File: src/design/assert_macros.svh
// ---------------------------------------------------------------------------
// assertion macros
// shared concurrent assertion forms for the design files
// ---------------------------------------------------------------------------
`ifndef ASSERT_MACROS_SVH
`define ASSERT_MACROS_SVH

// same-cycle implication, disabled during reset
`define ASSERT_IMPLY(name, clk, rst, ante, cons) \
   name: assert property (@(posedge clk) disable iff (rst) (ante) |-> (cons)) \
      else $error("%m: implication check failed");

// next-cycle implication, disabled during reset
`define ASSERT_NEXT(name, clk, rst, ante, cons) \
   name: assert property (@(posedge clk) disable iff (rst) (ante) |=> (cons)) \
      else $error("%m: next-cycle check failed");

`endif

File: src/design/erir_pkg.sv
// ---------------------------------------------------------------------------
// erir_pkg
// shared types and constants of the emulated ram and interface registers
// ---------------------------------------------------------------------------
`default_nettype none

package erir_pkg;

   // access spaces
   localparam logic [1:0] SPACE_RAM   = 2'd0;
   localparam logic [1:0] SPACE_IFACE = 2'd1;
   localparam logic [1:0] SPACE_CTRL  = 2'd2;

   // access sizes
   localparam logic [1:0] SIZE_BYTE  = 2'd0;
   localparam logic [1:0] SIZE_HALF  = 2'd1;
   localparam logic [1:0] SIZE_WORD  = 2'd2;
   localparam logic [1:0] SIZE_DWORD = 2'd3;

   // ram address handling
   localparam int unsigned RAM_ADDR_BITS = 26;
   localparam int unsigned KIB_BITS      = 13;

   // configuration register index, decoded from paddr[2]
   localparam logic CSR_RAM_KIB = 1'b0;

   // control register file
   localparam int unsigned CTRL_COUNT = 10;
   localparam int unsigned CTRL_IDX_W = 4;
   localparam logic [3:0]  CTRL_LIMIT = 4'(CTRL_COUNT);

   // interface register file
   localparam int unsigned IFACE_COUNT = 5;
   localparam int unsigned IFACE_IDX_W = 3;

   // interface register offsets
   localparam logic [4:0] IFACE_OFS_MODE   = 5'd0;
   localparam logic [4:0] IFACE_OFS_FLAGS  = 5'd4;
   localparam logic [4:0] IFACE_OFS_NOP_A  = 5'd8;
   localparam logic [4:0] IFACE_OFS_SEL    = 5'd12;
   localparam logic [4:0] IFACE_OFS_DATA   = 5'd16;
   localparam logic [4:0] IFACE_OFS_STAT   = 5'd20;
   localparam logic [4:0] IFACE_OFS_NOP_B  = 5'd24;
   localparam logic [4:0] IFACE_OFS_NOP_C  = 5'd28;

   // interface register width masks
   localparam logic [31:0] IFACE_MASK_MODE  = 32'h0000_000F;
   localparam logic [31:0] IFACE_MASK_FLAGS = 32'h0000_007F;
   localparam logic [31:0] IFACE_MASK_SEL   = 32'h0000_0007;
   localparam logic [31:0] IFACE_MASK_DATA  = 32'hFFFF_FFFF;
   localparam logic [31:0] IFACE_MASK_STAT  = 32'h0000_000F;

   // register access command from the sequencer
   typedef struct packed {
      logic       write;
      logic       sel_iface;
      logic       sel_ctrl;
      logic [5:0] ofs;
   } erir_regs_cmd_type;

   // register access answer
   typedef struct packed {
      logic        ok;
      logic [31:0] rdata;
   } erir_regs_rsp_type;

endpackage

`default_nettype wire

File: src/design/erir_regs.sv
// ---------------------------------------------------------------------------
// erir_regs
// control and interface register files with offset decode and width masks
// ---------------------------------------------------------------------------
`default_nettype none

module erir_regs
   import erir_pkg::*;
(
   input  wire logic              clock,
   input  wire logic              reset,
   input  wire erir_regs_cmd_type cmd,
   input  wire logic [31:0]       wdata,
   output erir_regs_rsp_type      rsp
);

   logic [31:0] ctrl_ff  [CTRL_COUNT];
   logic [31:0] iface_ff [IFACE_COUNT];

   logic [CTRL_IDX_W-1:0]  ctrl_idx;
   logic                   ctrl_hit;
   logic [IFACE_IDX_W-1:0] iface_idx;
   logic [31:0]            iface_mask;
   logic                   iface_hit;
   logic                   iface_nop;
   logic [31:0]            ctrl_rd;
   logic [31:0]            iface_rd;

   // control decode: word aligned, ten entries
   assign ctrl_idx = cmd.ofs[5:2];
   assign ctrl_hit = (cmd.ofs[1:0] == 2'b00) && (ctrl_idx < CTRL_LIMIT);
   assign ctrl_rd  = ctrl_hit ? ctrl_ff[ctrl_idx] : 32'd0;

   // interface decode by offset
   always_comb begin
      iface_idx  = '0;
      iface_mask = '0;
      iface_hit  = 1'b0;
      iface_nop  = 1'b0;
      case (cmd.ofs[4:0])
         IFACE_OFS_MODE: begin
            iface_idx  = 3'd0;
            iface_mask = IFACE_MASK_MODE;
            iface_hit  = 1'b1;
         end
         IFACE_OFS_FLAGS: begin
            iface_idx  = 3'd1;
            iface_mask = IFACE_MASK_FLAGS;
            iface_hit  = 1'b1;
         end
         IFACE_OFS_SEL: begin
            iface_idx  = 3'd2;
            iface_mask = IFACE_MASK_SEL;
            iface_hit  = 1'b1;
         end
         IFACE_OFS_DATA: begin
            iface_idx  = 3'd3;
            iface_mask = IFACE_MASK_DATA;
            iface_hit  = 1'b1;
         end
         IFACE_OFS_STAT: begin
            iface_idx  = 3'd4;
            iface_mask = IFACE_MASK_STAT;
            iface_hit  = 1'b1;
         end
         IFACE_OFS_NOP_A, IFACE_OFS_NOP_B, IFACE_OFS_NOP_C: begin
            iface_nop = 1'b1;
         end
         default: begin
            iface_hit = 1'b0;
         end
      endcase
   end

   assign iface_rd = iface_hit ? (iface_ff[iface_idx] & iface_mask) : 32'd0;

   // answer
   always_comb begin
      rsp.ok    = 1'b0;
      rsp.rdata = 32'd0;
      if (cmd.sel_iface) begin
         rsp.ok    = iface_hit || iface_nop;
         rsp.rdata = iface_rd;
      end else if (cmd.sel_ctrl) begin
         rsp.ok    = ctrl_hit;
         rsp.rdata = ctrl_rd;
      end
   end

   // control register writes
   always_ff @(posedge clock) begin
      if (reset) begin
         for (int i = 0; i < CTRL_COUNT; i++) begin
            ctrl_ff[i] <= '0;
         end
      end else if (cmd.write && cmd.sel_ctrl && ctrl_hit) begin
         ctrl_ff[ctrl_idx] <= wdata;
      end
   end

   // interface register writes, masked to width
   always_ff @(posedge clock) begin
      if (reset) begin
         for (int i = 0; i < IFACE_COUNT; i++) begin
            iface_ff[i] <= '0;
         end
      end else if (cmd.write && cmd.sel_iface && iface_hit) begin
         iface_ff[iface_idx] <= wdata & iface_mask;
      end
   end

endmodule

`default_nettype wire

File: config.mk
export PLATFORM = sky130hd
export DESIGN_NAME = erir_regs
export DESIGN_NICKNAME = d
export VERILOG_FILES = /design/src/design/assert_macros.svh /design/src/design/erir_pkg.sv /design/src/design/erir_regs.sv
export SDC_FILE = /design/constraint.sdc
export NUM_CORES = 1
export LEC_CHECK = 0
export BUFFER_PORTS_ARGS = -buffer_cell sky130_fd_sc_hd__buf_2
export CAP_MARGIN = 40
export CORE_MARGIN = 4
export CORE_UTILIZATION = 36
export DETAILED_ROUTE_END_ITERATION = 10
export PLACE_DENSITY = 0.53
export SETUP_SLACK_MARGIN = 0.05
export SKIP_LAST_GASP = 1
export SLEW_MARGIN = 5
export SYNTH_ARGS = -nofsm -noshare
export SYNTH_HDL_FRONTEND = slang
export SYNTH_SLANG_ARGS = --single-unit
File: constraint.sdc
create_clock -name clock -period 6.95 [get_ports clock]
set_clock_uncertainty 0.15 [all_clocks]
set_input_delay 2.085 -clock clock [delete_from_list [all_inputs] [get_ports clock]]
set_output_delay 2.085 -clock clock [all_outputs]
set_load 0.05 [all_outputs]
==> results.json, run 1 <==
{
  "crit_arrival_ns": 4.36,
  "fmax_mhz": 152,
  "design.core.area_um2": 65900,
  "clockBufferDepth": 3,
  "route.met3.wl_mm": 4.75,
  "crit_top_cell": "buf_4",
  "drive_above_1_share_pct": 19.3,
  "ant_nets": 0,
  "area_growth_pct": 18.2,
  "outcome": "finished, final reports clean",
  "setup_violations": 0,
  "grt_pass1_wl_mm": 93.6,
  "tritoncts": "done",
  "p_leak_nw": 10.0,
  "min_path_type": "in2reg",
  "via_per_inst": 5.05,
  "holdWs_ns": 1.60,
  "hold_buffers": 0,
  "cp_slowest_cell": "buf_4",
  "ctsResizeCount": 0,
  "antennaDiodeCount": 0,
  "finalSetupTns_ns": 0,
  "numCtsBuffers": 60,
  "die_area_um2": 70800,
  "grt.overflow.total": 0,
  "syn_area_um2": 24000,
  "die_y_um": 266,
  "final_net_count": 1879,
  "critPathLaunchType": "input port",
  "root_buffer": "clkbuf_16",
  "period_needed_ns": 6.60,
  "slowest_delay_ns": 0.44,
  "max_cap_violations": 0,
  "grt_use_total_pct": 17.9,
  "antenna_found_initial": 0,
  "cp_max_fo": 28,
  "drt-total-wl_mm": 63.2,
  "path_delay_family": "buffers and inverters",
  "cts.sinks": 567,
  "synth-seq-cells": 567,
  "yosys_warnings": 0,
  "io_pins": 76,
  "end_kind": "primary output",
  "wl_per_cell_um": 23.0,
  "initial_core_util_pct": 36.4,
  "drtPass1Iterations": 8,
  "met1_length_mm": 26.3,
  "layout_common_cells": "edfxtp_1, nor2_1, conb_1, nand2_1, mux4_2",
  "synth_flop_cell": "edfxtp_1",
  "synth_top_cell_by_area": "edfxtp_1",
  "post_cts_buffers": 0,
  "worstPathCellList": "clkbuf_8 -> nor2b_1 -> buf_4 -> o21ai_2 -> buf_4 -> nand2_1 -> a311oi_1 -> a22o_1 -> buf_12",
  "synth_top_area_share_pct": 71.0,
  "tightest_slew_ns": 0.820,
  "hpwl_mm": 37.9,
  "vias": 13900,
  "rsz0062_at_grt": "no",
  "cts-htree-levels": 2,
  "finalHoldViolations": 0,
  "drcViolationCount": 0,
  "top_layer": "met4",
  "period_share_pct": 94.9,
  "final_common_cell": "edfxtp_1",
  "ir_worst_vdd_mv": 0.181,
  "clk_pin_slew_ns": 0.06,
  "die_w_um": 266,
  "seq_area_frac_synth_pct": 71.0,
  "grt_max_degree": 59,
  "rows": 94,
  "cp_num_buf_inv": 4,
  "fin_util_pct": 43.0,
  "maxSlewHeadroom_pct": 45.3,
  "synth-async-reset-ratio_pct": 0,
  "synth.area.top_cells": "edfxtp_1, mux4_2, nor2_1, mux2i_1, nand2_1",
  "pre_cts_ws_ns": 0.393,
  "synthCells": 1541,
  "crit_type": "in2out",
  "drt_iter0_drc": 1052,
  "slew_violations": 0,
  "powerDensity_nw_per_um2": 265,
  "fin_total_pwr_mw": 7.52,
  "worst_slack_ns": 0.352,
  "wl_met2_mm": 30.8,
  "port_buffers": 75,
  "gp_congestion": 0.785,
  "synth_edf_count": 567,
  "syn_area_per_cell_um2": 15.6,
  "worstPathRequired_ns": 4.72,
  "grt_pass1_vias": 14400,
  "synth_cell_types": 54
}
logic make-up after synthesis:
logic type	count (synthesis)	synth area share, %
AOI/OAI and AO/OA	96	2.75
muxes	183	13.5
and+or+nand+nor	560	9.93
DFF	567	71.0
other	1	0.0156
buffers and inverters	134	2.77
flip-flops by register name, indices dropped and copies added (netlist names):
name      cells
ctrl_ff     490
iface_ff     77
final timing paths:
kind / from / cells after the start / to / slack (ns)
setup / recovery: cmd[2] / 9 / rsp[2] / 0.35
hold / removal: wdata[23] / 2 / iface_ff[3][23] / 1.60
final cells by class:
class / instances / area (um2)
Sequential cell: 567 / 17000
Timing Repair Buffer: 132 / 1170
Tap cell: 864 / 1080
Fill cell: 6088 / 37500
Clock inverter: 35 / 270
Inverter: 39 / 146
Clock buffer: 74 / 1580
Multi-Input combinational cell: 1036 / 7080
metal layers:
| metal | track usage, % | vias to the layer above |
|---|---|---|
| li1 | - | 6182 |
| met1 | 24.1 | 7138 |
| met2 | 30.0 | 453 |
| met3 | 4.09 | 102 |
| met4 | 4.01 | 0 |
| met5 | 0 | - |
power by group:
group | internal [mW] | switching (mW) | leakage (nW)
clock network | 1.74 | 1.30 | 0.901
registers | 3.94 | 0.0445 | 5.39
logic | 0.199 | 0.295 | 3.72
through the flow:
stage,area (um2),std cells
2_1_floorplan,24700,1737
3_3_place_gp,26400,2635
3_5_place_dp,26500,2638
4_1_cts,28300,2747
5_1_grt,28300,2747
6_report,28300,2747
synthesized netlist by cell type (all sizes together) (2+ instances only):
cell type,instances
nor2,330
a21o,17
nand3b,2
nor2b,7
o2111ai,2
and3,2
or3,11
nand3,34
a32oi,2
o21bai,6
mux2i,56
o221ai,4
buf,74
inv,38
a21oi,11
nand2,113
a21boi,2
a211oi,2
a31oi,7
or3b,2
o22ai,23
nand2b,16
mux2,16
nor3,12
and2,26
a22oi,2
clkbuf,21
mux4,111
o21ai,12
edfxtp,567
(Power assumes the default switching activity.)
==> run 2, diff against run 1 <==
- RECOVER_POWER: unset -> 100
==> run 2 against run 1 <==
  * The run now ends with max-capacitance violations, max-slew violations left
  * Sequential power about the same
  * Hold slack improved by 0.0046 ns
  * First-iteration DRC count grew 0.29%
  * Combinational power fell by 4%
  * Final cell count is the same
  * Count of clock-buffer cells in the layout is the same
  * Critical endpoint is now rsp[7]
==> results.json, run 2 (synthesized netlist as in run 1, its figures left out) <==
{
  "drive_above_1_share_pct": 17.2,
  "clk_pin_slew_ns": 0.06,
  "powerDensity_nw_per_um2": 268,
  "largest_register_ffs": 490,
  "antennaDiodeCount": 0,
  "min_path_type": "in2reg",
  "setup_violations": 0,
  "layout_common_cells": "edfxtp_1, nor2_1, conb_1, nand2_1, mux4_2",
  "die_w_um": 266,
  "gp_congestion": 0.785,
  "ctsResizeCount": 0,
  "outcome": "finished, violations left",
  "final_net_count": 1879,
  "violations": "max-capacitance violations, max-slew violations",
  "grt_pass1_wl_mm": 93.6,
  "tightest_slew_ns": 2.17,
  "fillers": 6151,
  "cts-htree-levels": 2,
  "seq_area_um2": 17000,
  "finalHoldViolations": 0,
  "largestRegisters": "ctrl_ff x490, iface_ff x77",
  "io_pins": 76,
  "critPathLaunchType": "input port",
  "holdWs_ns": 1.61,
  "wl_per_cell_um": 23.0,
  "clockBufferDepth": 3,
  "via_per_inst": 5.08,
  "final_common_cell": "edfxtp_1",
  "fin_cells": 2747,
  "drt_iter0_drc": 1055,
  "area_growth_pct": 16.8,
  "vias": 14000,
  "root_buffer": "clkbuf_16",
  "drt-total-wl_mm": 63.2,
  "tritoncts": "done",
  "end_kind": "primary output",
  "grt_pass1_vias": 14400,
  "fin_total_pwr_mw": 7.51,
  "crit_type": "in2out",
  "grt.overflow.total": 0,
  "grt_use_total_pct": 17.9,
  "drcViolationCount": 0,
  "maxSlewHeadroom_pct": -44.6,
  "top_register": "ctrl_ff",
  "fmax_mhz": 148,
  "rsz0062_at_grt": "no",
  "ir_worst_vdd_mv": 0.182,
  "max_cap_violations": 8,
  "cts.sinks": 567,
  "crit_arrival_ns": 4.53,
  "hold_buffers": 0,
  "grt_max_degree": 59,
  "design.core.area_um2": 65900,
  "initial_core_util_pct": 36.4,
  "numCtsBuffers": 60,
  "post_cts_buffers": 0,
  "antenna_found_initial": 0,
  "finalSetupTns_ns": 0,
  "hpwl_mm": 37.9,
  "dpl.cell_count": 2638,
  "slew_violations": 169,
  "rows": 94,
  "min_path_cells": 2,
  "multi_input_area_um2": 7000,
  "period_share_pct": 97.4,
  "worstPathRequired_ns": 4.72,
  "p_leak_nw": 9.84,
  "period_needed_ns": 6.77,
  "die_area_um2": 70800,
  "die_y_um": 266,
  "drtPass1Iterations": 5,
  "cp_max_fo": 14,
  "port_buffers": 75,
  "ant_nets": 0
}
[run 2: area by class of cell]
type / instances / share of cell area (%)
Sequential cell: 567 / 60.8
Multi-Input combinational cell: 1036 / 25.0
Clock buffer: 74 / 5.63
Tap cell: 864 / 3.86
Timing Repair Buffer: 132 / 3.17
Clock inverter: 35 / 0.966
Inverter: 39 / 0.523
[run 2: worst max-delay path, stage by stage]
cell and delay, ns:
clkbuf_1 0.27, o21ai_0 0.38, nor3b_2 0.57, nand2_1 0.18, buf_4 0.27, o22ai_1 0.15, a21o_1 0.14, clkbuf_1 0.48
[run 2: worst paths after layout]
path | startpoint | end
worst max-delay path | cmd[4] | rsp[7]
worst min-delay path | wdata[23] | iface_ff[3][23]
[run 2: stage by stage]
stage               worst slack [ns]  cell area, um2  util [%]
floorplan                      0.540           24700         -
CTS                            0.390           28300      43.0
global placement               0.367           26400      40.1
global route                   0.146           28000      42.5
detailed placement             0.393           26500      40.2
finish                         0.180           28000      42.5
[run 2: where the power goes]
group	total, mW	switching (mW)	internal (mW)
registers	3.99	0.0444	3.94
logic	0.476	0.292	0.184
clock network	3.04	1.30	1.74
total	7.51	1.64	5.87
[run 2: per-layer routing]
layer | vias up | track usage (%) | routed length [um]
met3 | 109 | 4.09 | 4750
met5 | - | 0 | 0
li1 | 6185 | - | -
met2 | 492 | 30.0 | 30800
met1 | 7164 | 24.1 | 26300
met4 | 0 | 4.01 | 1360
